[src/hdl/earbc_pkg.sv]
// Package: types, constants and lookup functions of the blink counter
`timescale 1ns / 1ps
`default_nettype none
package earbc_pkg;

  localparam int COORD_W         = 12;
  localparam int COORD_BITS_DEF  = 12;
  localparam int RATIO_FRAC_DEF  = 12;
  localparam int DIST_FRAC_BITS  = 8;
  localparam int RATIO_W         = 16;
  localparam int RUN_W           = 8;
  localparam int BLINK_W         = 16;
  localparam int STORE_DEPTH     = 12;
  localparam int NUM_DIST        = 3;

  localparam logic [RATIO_W-1:0] THRESH_RST  = 16'd1229;
  localparam logic [RUN_W-1:0]   MIN_RUN_RST = 8'd3;
  localparam logic [RUN_W-1:0]   RUN_MAX     = 8'd255;
  localparam logic [RATIO_W-1:0] RATIO_MAX   = 16'hFFFF;

  // Landmark roles
  localparam logic [2:0] ROLE_RIGHT_CORNER = 3'd0;
  localparam logic [2:0] ROLE_LEFT_CORNER  = 3'd1;
  localparam logic [2:0] ROLE_TOP_RIGHT    = 3'd2;
  localparam logic [2:0] ROLE_TOP_LEFT     = 3'd3;
  localparam logic [2:0] ROLE_BOT_RIGHT    = 3'd4;
  localparam logic [2:0] ROLE_BOT_LEFT     = 3'd5;
  localparam logic [2:0] ROLES_PER_EYE     = 3'd6;

  typedef enum logic [0:0] {
    CFG_EAR_THRESHOLD = 1'b0,
    CFG_MIN_CLOSED    = 1'b1
  } cfg_idx_e;

  typedef struct packed {
    logic               eye_side;
    logic [2:0]         landmark_role;
    logic [COORD_W-1:0] coord_x;
    logic [COORD_W-1:0] coord_y;
    logic               frame_last;
  } in_item_t;

  typedef struct packed {
    logic [RATIO_W-1:0] mean_ratio;
    logic               eyes_closed;
    logic               blink_seen;
    logic [BLINK_W-1:0] blink_total;
    logic [RUN_W-1:0]   closed_run;
  } out_item_t;

  // Endpoints of distance k of one eye: A, B, C
  function automatic logic [2:0] role_first(input logic [1:0] k);
    logic [2:0] r;
    unique case (k)
      2'd0:    r = ROLE_BOT_LEFT;
      2'd1:    r = ROLE_BOT_RIGHT;
      default: r = ROLE_LEFT_CORNER;
    endcase
    return r;
  endfunction

  function automatic logic [2:0] role_second(input logic [1:0] k);
    logic [2:0] r;
    unique case (k)
      2'd0:    r = ROLE_TOP_LEFT;
      2'd1:    r = ROLE_TOP_RIGHT;
      default: r = ROLE_RIGHT_CORNER;
    endcase
    return r;
  endfunction

endpackage
`default_nettype wire

[src/hdl/earbc_ram.sv]
// Generic single-write, single-read RAM with registered read data
`timescale 1ns / 1ps
`default_nettype none
module earbc_ram #(
  parameter int WIDTH = 24,
  parameter int DEPTH = 12
) (
  input  wire logic                     clk_i,
  input  wire logic                     we_i,
  input  wire logic [$clog2(DEPTH)-1:0] waddr_i,
  input  wire logic [WIDTH-1:0]         wdata_i,
  input  wire logic [$clog2(DEPTH)-1:0] raddr_i,
  output      logic [WIDTH-1:0]         rdata_o
);

  logic [WIDTH-1:0] mem_q [DEPTH];

  always_ff @(posedge clk_i) begin
    if (we_i) begin
      mem_q[waddr_i] <= wdata_i;
    end
    rdata_o <= mem_q[raddr_i];
  end

endmodule
`default_nettype wire

[src/hdl/eye_aspect_ratio_blink_counter.sv]
// Top level: landmark store, bit-serial distance/ratio datapath, blink run logic
//
//  channel | direction | handshake               | payload
//  in      | input     | in_valid_i / in_ready_o   | in_data_i  (earbc_pkg::in_item_t)
//  out     | output    | out_valid_o / out_ready_i | out_data_o (earbc_pkg::out_item_t)
//  cfg     | input     | cfg_valid_i / cfg_ready_o | cfg_index_i, cfg_data_i
//
// A landmark without frame_last starts no evaluation. A frame_last item then runs
// both eyes, three distances each, through the shift-add squarer and the
// digit-by-digit root, and each eye's ratio through the restoring divider.
// Reset clears the store's valid bits, the run and the blink count, and restores config defaults.
// Inputs are held off while a frame is evaluated, and also while the previous
// result still waits in the output register when the next frame finishes.
`timescale 1ns / 1ps
`default_nettype none
module eye_aspect_ratio_blink_counter #(
  parameter int COORD_BITS      = earbc_pkg::COORD_BITS_DEF,
  parameter int RATIO_FRAC_BITS = earbc_pkg::RATIO_FRAC_DEF
) (
  input  wire logic                 clk_i,
  input  wire logic                 rst_ni,
  input  wire logic                 in_valid_i,
  output      logic                 in_ready_o,
  input  wire earbc_pkg::in_item_t  in_data_i,
  output      logic                 out_valid_o,
  input  wire logic                 out_ready_i,
  output      earbc_pkg::out_item_t out_data_o,
  input  wire logic                 cfg_valid_i,
  output      logic                 cfg_ready_o,
  input  wire logic [0:0]           cfg_index_i,
  input  wire logic [15:0]          cfg_data_i
);

  localparam int CW    = (COORD_BITS < earbc_pkg::COORD_W) ? COORD_BITS : earbc_pkg::COORD_W;
  localparam int SQW   = 2 * CW + 1;
  localparam int DF2   = 2 * earbc_pkg::DIST_FRAC_BITS;
  localparam int RN    = (SQW + DF2 + 1) / 2;
  localparam int RADW  = 2 * RN;
  localparam int REMW  = RN + 3;
  localparam int NUMW  = RN + 1 + RATIO_FRAC_BITS;
  localparam int CNTW  = $clog2(NUMW + 1);
  localparam int AW    = $clog2(earbc_pkg::STORE_DEPTH);
  localparam int RW    = earbc_pkg::RATIO_W;

  typedef enum logic [7:0] {
    S_IDLE = 8'b0000_0001,
    S_RDA  = 8'b0000_0010,
    S_RDB  = 8'b0000_0100,
    S_SUB  = 8'b0000_1000,
    S_MUL  = 8'b0001_0000,
    S_SQRT = 8'b0010_0000,
    S_DIV  = 8'b0100_0000,
    S_FIN  = 8'b1000_0000
  } state_e;

  state_e state_q, state_d;

  // Config registers
  logic [RW-1:0]               thresh_q;
  logic [earbc_pkg::RUN_W-1:0] min_run_q;

  assign cfg_ready_o = 1'b1;

  always_ff @(posedge clk_i or negedge rst_ni) begin
    if (!rst_ni) begin
      thresh_q  <= earbc_pkg::THRESH_RST;
      min_run_q <= earbc_pkg::MIN_RUN_RST;
    end else if (cfg_valid_i) begin
      unique case (earbc_pkg::cfg_idx_e'(cfg_index_i))
        earbc_pkg::CFG_EAR_THRESHOLD: thresh_q  <= cfg_data_i;
        earbc_pkg::CFG_MIN_CLOSED:    min_run_q <= cfg_data_i[earbc_pkg::RUN_W-1:0];
        default: ;
      endcase
    end
  end

  // Landmark store write
  logic           in_acc;
  logic           wr_en;
  logic [AW-1:0]  waddr;
  logic [2*CW-1:0] wdata;

  assign in_ready_o = (state_q == S_IDLE);
  assign in_acc     = in_valid_i && in_ready_o;
  assign wr_en      = in_acc && (in_data_i.landmark_role < earbc_pkg::ROLES_PER_EYE);
  assign waddr      = in_data_i.eye_side
                    ? AW'(earbc_pkg::ROLES_PER_EYE) + AW'(in_data_i.landmark_role)
                    : AW'(in_data_i.landmark_role);
  assign wdata      = {in_data_i.coord_x[CW-1:0], in_data_i.coord_y[CW-1:0]};

  // Sequencer position
  logic       eye_q;
  logic [1:0] dist_q;
  logic [CNTW-1:0] cnt_q;

  // Store read: address follows the sequencer
  logic [AW-1:0]   raddr;
  logic [2:0]      rrole;
  logic [2*CW-1:0] rdata;
  logic [2*CW-1:0] rword;
  logic            rvalid_q;
  logic [earbc_pkg::STORE_DEPTH-1:0] valid_q;

  assign rrole = (state_q == S_RDA) ? earbc_pkg::role_first(dist_q)
                                    : earbc_pkg::role_second(dist_q);
  assign raddr = eye_q ? AW'(earbc_pkg::ROLES_PER_EYE) + AW'(rrole) : AW'(rrole);

  earbc_ram #(
    .WIDTH(2 * CW),
    .DEPTH(earbc_pkg::STORE_DEPTH)
  ) u_store (
    .clk_i  (clk_i),
    .we_i   (wr_en),
    .waddr_i(waddr),
    .wdata_i(wdata),
    .raddr_i(raddr),
    .rdata_o(rdata)
  );

  // Never-written entries read as zero
  always_ff @(posedge clk_i or negedge rst_ni) begin
    if (!rst_ni) begin
      valid_q  <= '0;
      rvalid_q <= 1'b0;
    end else begin
      if (wr_en) begin
        valid_q[waddr] <= 1'b1;
      end
      rvalid_q <= valid_q[raddr];
    end
  end

  assign rword = rvalid_q ? rdata : '0;

  // Datapath registers
  logic [2*CW-1:0] pa_q;
  logic [CW-1:0]   mx_q, my_q;
  logic [SQW-1:0]  ax_q, ay_q, acc_q;
  logic [RADW-1:0] rad_q;
  logic [REMW-1:0] rem_q;
  logic [RN-1:0]   root_q;
  logic [RN-1:0]   da_q, db_q;
  logic            czero_q;
  logic [RN:0]     den_q;
  logic [NUMW-1:0] num_q, quo_q;
  logic [RN+1:0]   drem_q;
  logic [RW-1:0]   r0_q;

  // Absolute coordinate differences
  logic [CW-1:0] ax, ay, bx, by, dx, dy;
  assign ax = pa_q[2*CW-1:CW];
  assign ay = pa_q[CW-1:0];
  assign bx = rword[2*CW-1:CW];
  assign by = rword[CW-1:0];
  assign dx = (ax > bx) ? ax - bx : bx - ax;
  assign dy = (ay > by) ? ay - by : by - ay;

  // Shift-add squaring step, both axes at once
  logic [SQW-1:0] acc_n;
  assign acc_n = acc_q + (mx_q[0] ? ax_q : '0) + (my_q[0] ? ay_q : '0);

  // Digit-by-digit root step
  logic [REMW-1:0] rem_sh, trial, rem_n;
  logic            sq_ge;
  logic [RN-1:0]   root_n;
  assign rem_sh = {rem_q[REMW-3:0], rad_q[RADW-1 -: 2]};
  assign trial  = REMW'({root_q, 2'b01});
  assign sq_ge  = (rem_sh >= trial);
  assign rem_n  = sq_ge ? rem_sh - trial : rem_sh;
  assign root_n = {root_q[RN-2:0], sq_ge};

  // Restoring division step
  logic [RN+1:0]   drem_sh, drem_n;
  logic            dv_ge;
  logic [NUMW-1:0] quo_n;
  logic [RW-1:0]   ratio;
  assign drem_sh = {drem_q[RN:0], num_q[NUMW-1]};
  assign dv_ge   = (drem_sh >= {1'b0, den_q});
  assign drem_n  = dv_ge ? drem_sh - {1'b0, den_q} : drem_sh;
  assign quo_n   = {quo_q[NUMW-2:0], dv_ge};
  assign ratio   = (czero_q || (quo_n[NUMW-1:RW] != '0)) ? earbc_pkg::RATIO_MAX
                                                         : quo_n[RW-1:0];

  // Frame decision
  logic [RW:0]                   mean_sum;
  logic [RW-1:0]                 mean;
  logic                          closed;
  logic [earbc_pkg::RUN_W-1:0]   run_q, run_d;
  logic [earbc_pkg::BLINK_W-1:0] blinks_q, blinks_d;
  logic                          seen;
  logic                          out_valid_q;

  assign mean_sum = {1'b0, r0_q} + {1'b0, ratio};
  assign mean     = mean_sum[RW:1];
  assign closed   = (mean < thresh_q);

  always_comb begin
    run_d    = run_q;
    blinks_d = blinks_q;
    seen     = 1'b0;
    if (closed) begin
      if (run_q != earbc_pkg::RUN_MAX) begin
        run_d = run_q + 1'b1;
      end
    end else begin
      if (run_q >= min_run_q) begin
        blinks_d = blinks_q + 1'b1;
        seen     = 1'b1;
      end
      run_d = '0;
    end
  end

  // Sequencer
  always_comb begin
    state_d = state_q;
    unique case (state_q)
      S_IDLE: if (in_acc && in_data_i.frame_last) state_d = S_RDA;
      S_RDA:  state_d = S_RDB;
      S_RDB:  state_d = S_SUB;
      S_SUB:  state_d = S_MUL;
      S_MUL:  if (cnt_q == '0) state_d = S_SQRT;
      S_SQRT: if (cnt_q == '0) state_d = (dist_q == 2'(earbc_pkg::NUM_DIST - 1)) ? S_DIV : S_RDA;
      S_DIV:  if (cnt_q == '0) state_d = eye_q ? S_FIN : S_RDA;
      S_FIN:  if (!out_valid_q) state_d = S_IDLE;
      default: state_d = S_IDLE;
    endcase
  end

  always_ff @(posedge clk_i or negedge rst_ni) begin
    if (!rst_ni) begin
      state_q     <= S_IDLE;
      eye_q       <= 1'b0;
      dist_q      <= '0;
      cnt_q       <= '0;
      run_q       <= '0;
      blinks_q    <= '0;
      out_valid_q <= 1'b0;
    end else begin
      state_q <= state_d;
      if (out_valid_q && out_ready_i) begin
        out_valid_q <= 1'b0;
      end
      unique case (state_q)
        S_IDLE: begin
          eye_q  <= 1'b0;
          dist_q <= '0;
        end
        S_SUB:  cnt_q <= CNTW'(CW - 1);
        S_MUL:  if (cnt_q == '0) cnt_q <= CNTW'(RN - 1); else cnt_q <= cnt_q - 1'b1;
        S_SQRT: begin
          if (cnt_q == '0) begin
            if (dist_q == 2'(earbc_pkg::NUM_DIST - 1)) begin
              cnt_q <= CNTW'(NUMW - 1);
            end else begin
              dist_q <= dist_q + 1'b1;
            end
          end else begin
            cnt_q <= cnt_q - 1'b1;
          end
        end
        S_DIV: begin
          if (cnt_q == '0) begin
            eye_q  <= 1'b1;
            dist_q <= '0;
            run_q    <= eye_q ? run_d : run_q;
            blinks_q <= eye_q ? blinks_d : blinks_q;
          end else begin
            cnt_q <= cnt_q - 1'b1;
          end
        end
        S_FIN:  if (!out_valid_q) out_valid_q <= 1'b1;
        default: ;
      endcase
    end
  end

  // Payload registers
  earbc_pkg::out_item_t res_q, out_q;

  always_ff @(posedge clk_i) begin
    unique case (state_q)
      S_RDB: pa_q <= rword;
      S_SUB: begin
        mx_q  <= dx;
        my_q  <= dy;
        ax_q  <= SQW'(dx);
        ay_q  <= SQW'(dy);
        acc_q <= '0;
      end
      S_MUL: begin
        acc_q <= acc_n;
        mx_q  <= mx_q >> 1;
        my_q  <= my_q >> 1;
        ax_q  <= ax_q << 1;
        ay_q  <= ay_q << 1;
        if (cnt_q == '0) begin
          rad_q  <= RADW'({acc_n, {DF2{1'b0}}});
          rem_q  <= '0;
          root_q <= '0;
        end
      end
      S_SQRT: begin
        rad_q  <= rad_q << 2;
        rem_q  <= rem_n;
        root_q <= root_n;
        if (cnt_q == '0) begin
          unique case (dist_q)
            2'd0:    da_q <= root_n;
            2'd1:    db_q <= root_n;
            default: begin
              czero_q <= (root_n == '0);
              den_q   <= {root_n, 1'b0};
              num_q   <= NUMW'({({1'b0, da_q} + {1'b0, db_q}), {RATIO_FRAC_BITS{1'b0}}});
              drem_q  <= '0;
              quo_q   <= '0;
            end
          endcase
        end
      end
      S_DIV: begin
        num_q  <= num_q << 1;
        drem_q <= drem_n;
        quo_q  <= quo_n;
        if (cnt_q == '0) begin
          if (!eye_q) begin
            r0_q <= ratio;
          end else begin
            res_q.mean_ratio  <= mean;
            res_q.eyes_closed <= closed;
            res_q.blink_seen  <= seen;
            res_q.blink_total <= blinks_d;
            res_q.closed_run  <= run_d;
          end
        end
      end
      S_FIN: if (!out_valid_q) out_q <= res_q;
      default: ;
    endcase
  end

  assign out_valid_o = out_valid_q;
  assign out_data_o  = out_q;

endmodule
`default_nettype wire

[config.mk]
export PLATFORM = sky130hd
export DESIGN_NAME = eye_aspect_ratio_blink_counter
export DESIGN_NICKNAME = d
export VERILOG_FILES = /design/src/hdl/earbc_pkg.sv /design/src/hdl/earbc_ram.sv /design/src/hdl/eye_aspect_ratio_blink_counter.sv
export SDC_FILE = /design/constraint.sdc
export NUM_CORES = 1
export LEC_CHECK = 0
export BUFFER_PORTS_ARGS = -buffer_cell sky130_fd_sc_hd__buf_4
export CAP_MARGIN = 20
export CORE_MARGIN = 2
export CORE_UTILIZATION = 59
export CTS_BUF_LIST = sky130_fd_sc_hd__clkbuf_4 sky130_fd_sc_hd__clkbuf_8
export CTS_CLUSTER_DIAMETER = 80
export DETAILED_ROUTE_END_ITERATION = 8
export GPL_TIMING_DRIVEN = 0
export PLACE_DENSITY_LB_ADDON = 0.1
export SLEW_MARGIN = 10
export SYNTH_ARGS = -nofsm -noshare
export SYNTH_HDL_FRONTEND = slang
export SYNTH_SLANG_ARGS = --single-unit
[constraint.sdc]
create_clock -name clk_i -period 6.9 [get_ports clk_i]
set_input_delay 1.38 -clock clk_i [delete_from_list [all_inputs] [get_ports clk_i]]
set_output_delay 1.38 -clock clk_i [all_outputs]
set_load 0.01 [all_outputs]
Word level (Yosys, flattened, before mapping) --
Memories as Yosys holds them, arrays and structs flattened. A register that Yosys moved wholly into a read port is not among the register bits. Index checks and enable logic that the tools add are counted.
Word-level totals: bits in registers 540, RAM bits 288, bits of input ports 51, output and inout bits 45, word-level logic and storage cells 187, memories kept 1
Cells by class: $add $sub $neg 16, magnitude comparators 10, eq/ne operators 20, mux-type cells 66, bitwise operators 5, reductions and logical operators 31
Memories:
- u_store.mem_q | depth 12, bits a word 24, rd ports 1, clocked after memory_dff 1, write ports 1, line earbc_ram.sv:16 | logic [WIDTH-1:0] mem_q [DEPTH];
Operators with widths (count):
- $pmux 25 s2 | 3
- $mux 22 | 5
- $pmux 22 s2 | 2
- $pmux 42 s2 | 1
- $mux 34 | 2
- $pmux 34 s2 | 1
- $mux 33 | 2
- $pmux 33 s2 | 1
- $mux 8 | 8
- $pmux 8 s8 | 1
- $add 25x25->25 | 2
- $mux 25 | 2
- $mux 16 | 3
- $pmux 12 s2 | 2
- $sub 12x12->12 | 4
- $sub 22x22->22 | 2
- $mux 42 | 1
- $pmux 21 s2 | 1
- $ge 24x23->1 | 1
- $gt 12x12->1 | 2
- $mux 12 | 2
- $mux 24 | 1
- $mux 6 | 4
- $pmux 6 s4 | 1
- 55 further kinds | 94

Longest topological paths before layout --
depth in word-level cells 7, gate-level depth with buffers 32, mapped depth without buffers 31

Hierarchy --
Synthesis repeated with hierarchy kept, for this count alone.
Unflattened totals: cell total of the unflattened synthesis 2948, area, all modules 39316.5 um2
By module, submodules not included:
- eye_aspect_ratio_blink_counter | instances 1, cells an instance 2444, area each 27855.5 um2, seq. area each 14990.6 um2
- earbc_ram | instances 1, cells an instance 504, area each 11461.0 um2, seq. area each 9128.8 um2

Worst setup path after synthesis --
No wires, ideal clock.
kind reg-to-reg, start register state_q[3], end register rad_q[16] (enable), setup time 0.591 ns, arrival 6.348 ns, required time 6.309 ns, path slack -0.039 ns, stages on the path, launching flop included 6, buffers on the path 2, clock period less this slack 6.939 ns, cell sequence dfrtp_1 > nor4_2 > nand4b_1 > clkbuf_1 > clkbuf_1 > o21ai_0
Between the ends: word-level cells in the longest chain between the ends 3, elaborated cells on any way between the ends 5, those cells by class 3 x eq/ne; 2 x reduce/logical
Ends and longest elaborated chain:
- start, declared | line eye_aspect_ratio_blink_counter.sv:56 | state_e state_q, state_d;
- start signal, assigned | line eye_aspect_ratio_blink_counter.sv:240 | state_q <= state_d;
- $eq 8x5->1 / $eq 8x6->1 (equally long branches) | line eye_aspect_ratio_blink_counter.sv:282 | unique case (state_q)
- $ne 2x2->1 (no line) / $reduce_bool 2->1 (equally long branches)
- $reduce_and 2->1 (no line) *
- end signal, assigned | line eye_aspect_ratio_blink_counter.sv:298 | rad_q <= RADW'({acc_n, {DF2{1'b0}}});
- end signal, assigned | line eye_aspect_ratio_blink_counter.sv:304 | rad_q <= rad_q << 2;
- end, declared | line eye_aspect_ratio_blink_counter.sv:139 | logic [RADW-1:0] rad_q;
Mark *: on every way between the ends. The rest lies on a longest branch, timed or not. A chain may end at the register's enable or synchronous reset.

Worst setup path after layout --
start register drem_q[13], end register res_q[18] (netlist name) (data pin)
Between the ends: word-level cells in the longest chain between the ends 5
Ends and longest elaborated chain:
- start, declared | line eye_aspect_ratio_blink_counter.sv:146 | logic [RN+1:0] drem_q;
- start signal, assigned | line eye_aspect_ratio_blink_counter.sv:323 | drem_q <= drem_n;
- $ge 23x22->1 | line eye_aspect_ratio_blink_counter.sv:178 | assign dv_ge = (drem_sh >= {1'b0, den_q});
- $mux 16 | line eye_aspect_ratio_blink_counter.sv:181 | assign ratio = (czero_q || (quo_n[NUMW-1:RW] != '0)) ? earbc_pkg::RATIO_MAX
- via ratio[0] | line eye_aspect_ratio_blink_counter.sv:176 | logic [RW-1:0] ratio;
- $add 16x16->17 | line eye_aspect_ratio_blink_counter.sv:193 | assign mean_sum = {1'b0, r0_q} + {1'b0, ratio};
- via mean_sum[14] | line eye_aspect_ratio_blink_counter.sv:185 | logic [RW:0] mean_sum;
- $lt 16x16->1 | line eye_aspect_ratio_blink_counter.sv:195 | assign closed = (mean < thresh_q);
- $mux 16 | line eye_aspect_ratio_blink_counter.sv:201 | if (closed) begin
- via blinks_d (one bit) | line eye_aspect_ratio_blink_counter.sv:189 | logic [earbc_pkg::BLINK_W-1:0] blinks_q, blinks_d;
- end, declared | line eye_aspect_ratio_blink_counter.sv:279 | earbc_pkg::out_item_t res_q, out_q;
The timed path passes the listed nets, and every way through them passes these cells.

==> flow_metrics.py <==
metrics = {
    "power": {
        "p_sw_frac": 0.270,
        "clkPwrFrac": 0.353,
        "internal-power_mw": 9.11,
        "p_comb_frac": 0.178,
        "power.switching_mw": 3.37,
        "power_mw": 12.5,
        "leakagePower_nw": 16.6,
        "p_per_area_nw_per_um2": 281,
        "ir_drop_mv": 0.243,
        "power_frac_seq": 0.470,
    },
    "synth": {
        "synthArstFlopShare": 0.0959,
        "syn-cell-area_um2": 39100,
        "yosys.area_share.adder": 0.0744,
        "synth_fp_nets": 3225,
        "synth-edff-count": 721,
        "ys_ff_latch": 824,
        "ys.flop_type": "edfxtp_1",
        "synth_most_common_cell": "edfxtp_1",
        "ys_seq_area_frac": 0.617,
        "muxShareOfSynthArea": 0.0661,
        "ys_types": 76,
        "synth_compound_area_frac": 0.0807,
        "synth_xor_xnor_area_share": 0.0305,
        "syn_avg_cell_area_um2": 13.2,
        "synth_top_family_by_area": "simple AND/OR/NAND/NOR gates",
        "netlist_instances": 2961,
        "synthTopCellsByCount": "721 x edfxtp_1, 250 x nand2_1, 240 x nor2_1",
        "yosysTopAreaCell": "edfxtp_1",
        "yosys_warnings": 0,
        "yosysTopAreaCellShare": 0.554,
        "synthTopCellsByArea": "edfxtp_1 55%, ha_1 5.8%, dfrtp_1 4.5%, mux4_2 4.3%, nand2_1 2.4%",
        "yosys.area_share.simple": 0.104,
    },
    "grt": {
        "globalRouteTotalUtil": 0.254,
        "grt_pass1_wl_um": 133000,
        "grt_pass1_vias": 24664,
        "grt_max_degree": 80,
        "grt.overflow.total": 0,
        "antenna_found_initial": 6,
    },
    "die": {
        "rows": 94,
        "num_io_pins": 96,
        "die-height_um": 261,
        "core_area_um2": 65600,
        "die_area_um2": 68300,
        "floorplan.initialDensity": 0.595,
        "fp.dieW_um": 261,
    },
    "placement": {
        "placed_cell_area_um2": 41500,
        "gp_congestion": 0.886,
        "hpwl_um": 59900,
        "io_buffers": 93,
        "place_inst": 3942,
    },
    "sta": {
        "fmax_mhz": 155,
        "slew_viol_final": 0,
        "fin_crit_sh": 0.938,
        "tns_ps": 0,
        "finalSetupViolCount": 0,
        "worst_pin_slew_ps": 1050,
        "grt_setup_unrepaired": "no",
        "clock_skew_ps": 51.8,
        "relSlewSlack": 0.297,
        "period_minus_slack_ps": 6470,
        "finalHoldViolCount": 0,
    },
    "clock_tree": {
        "ctsRootBufferMaster": "clkbuf_8",
        "clkLatencyLatePin_ps": 800,
        "cts_hold_buf": 0,
        "cts_buffers": 135,
        "cts_tree": "done",
        "htreeDepth": 4,
        "clk_pin_slew_ps": 60,
        "cts_num_sinks": 824,
        "cts_max_path_buffers": 3,
    },
    "drt": {
        "route.detailed.drc": 0,
        "wl_per_cell_um": 20.1,
        "dr.pass1.iters": 6,
        "viasPerCell": 5.83,
        "drt_first_iter_violations": 2048,
        "vias": 24439,
        "postRouteAntennaNets": 0,
        "wl_um": 84300,
    },
    "setup_path": {
        "r2r-end": "res_q[18]",
        "end_kind": "register",
        "max_stage_delay_ps": 610,
        "cp-start-kind": "register",
        "reg2regPathDepth": 28,
        "worstPathRequired_ps": 7420,
        "path_max_fanout": 19,
        "endpoint": "res_q[18]",
        "path_class": "register to register",
        "arrival_ps": 7000,
        "path_common_cell": "o21ai_0",
        "worst_path_max_delay_cell": "or4_4",
        "timing.critical_path.from": "drem_q[13]",
        "reg2reg_slack_ps": 430,
        "timing.rr.start": "drem_q[13]",
    },
    "cells_and_area": {
        "final_area_um2": 44400,
        "multi_input_area_um2": 14100,
        "area_growth_pct": 13.7,
        "drive_gt1_frac": 0.159,
        "nNetsFinal": 3481,
        "fin_cells": 4189,
        "regArea_um2": 24100,
        "n_fill_cell": 4670,
    },
    "run_status": {
        "status": "finished clean",
    },
    "worst_hold_path": {
        "hp-class": "register to register",
    },
    "flow_run": {
        "drv_cap": 0,
    },
}
-- flip-flops by register name, summed over array words and instances (netlist names), 12 cells and up --
signal / cells
acc_q: 25
ax_q: 25
ay_q: 25
blinks_q: 16
da_q: 21
db_q: 21
den_q: 21
drem_q: 22
mx_q: 12
my_q: 12
num_q: 22
out_data_o: 42
pa_q: 24
quo_q: 33
r0_q: 16
rad_q: 26
rem_q: 22
res_q: 42
root_q: 21
thresh_q: 16
u_store.mem_q: 288
u_store.rdata_o: 24
valid_q: 12
-- metal layers --
metal | GRT usage | routed length (µm) | share of wire
met5 | 0 | 31 | 0.00037
met4 | 0.0829 | 2060 | 0.024
met3 | 0.0513 | 4980 | 0.059
met2 | 0.411 | 40500 | 0.48
met1 | 0.348 | 36700 | 0.44
-- worst min-delay path by stage --
stage | startpoint | endpoint | slack [ps] | depth (start not counted)
floorplan | res_q[0] | out_data_o[0] | 400 | 0
global placement | res_q[15] | out_data_o[15] | 400 | 0
detailed placement | res_q[5] | out_data_o[5] | 400 | 0
CTS | res_q[5] | out_data_o[5] | 390 | 0
global route | res_q[5] | out_data_o[5] | 400 | 0
finish | res_q[5] | out_data_o[5] | 400 | 0
-- layout by cell type, fill, tap and decap left out, types with 13 or more instances in the layout --
cell      netlist  routed
clkbuf_8        0     147
nor4_1         19      16
nor2_4          0      13
mux2i_1        62      62
xor2_1         67      67
a211oi_1       17      16
mux4_2         75      75
nor2b_1        26      26
xnor2_1        67      67
edfxtp_1      721     721
buf_16          0      15
dfxtp_1        24      24
o21ai_0       154     153
nor3_1         47      45
o21a_1         40      40
fa_1           32      32
and2_1        118     118
clkinv_2        0      15
clkbuf_1       70      67
a21oi_1       127     127
inv_1         171     171
nand2b_1       40      40
nand3_1        42      41
buf_4           7     106
clkbuf_4        0      45
nand2_1       250     248
o21bai_1       15      15
nor2_1        240     227
clkinv_1        1      21
mux2_2         24      24
ha_1          181     181
or2_2          18      16
a211o_1        13      13
a21o_1         50      50
dfrtp_1        70      70
a31oi_1        19      19
-- per-stage QoR --
| step | hold WS, ps | util | setup slack [ps] |
|---|---|---|---|
| floorplan | 400 | - | 839 |
| global placement | 401 | 0.622 | -690 |
| detailed placement | 405 | 0.632 | -886 |
| CTS | 394 | 0.675 | 66.6 |
| global route | 404 | 0.677 | 12.3 |
| finish | 397 | 0.677 | 428 |
-- cell type report --
class,count,share of cell area
antenna,2,0.000113
buffer,89,0.00876
clock buffer,191,0.0530
clock inverter,52,0.0102
inverter,172,0.0146
multi-input combinational,1874,0.317
sequential,824,0.543
tap,864,0.0243
timing repair buffer,121,0.0285
-- worst max-delay path, delay by kind of cell, from the launching register on --
family                     cells  cell delay, ps
and+or+nand+nor               10            1750
adders and majority gates      3             880
AOI/OAI and AO/OA             12            2580
buffers and inverters          1             250
DFF                            1             390
xor gates and xnor gates       2             360
-- cells by family after synthesis --
group           Yosys count
simple gates            856
flops                   824
compound gates          508
buf+inv                 263
fa+ha+maj               213
mux                     161
xor+xnor                135
other cells               1
-- repair_timing --
item                                   4_1_cts  5_1_grt
pin swaps                                    0        2
setup endpoints to repair                   50       46
resized for setup                            7        8
endpoints found under the hold margin        0        0
buffers inserted                             0        2
-- power groups by stage --
stage | clock [mW] | sequential [mW] | combinational [mW]
CTS | 4.50 | 5.86 | 2.22
detailed placement | 0 | 5.96 | 2.20
global route | 4.71 | 5.88 | 2.47
finish | 4.40 | 5.86 | 2.22
global placement | 0 | 5.96 | 2.11
floorplan | 0 | 5.91 | 1.60
Note: power is estimated with default switching activity, not from simulation.
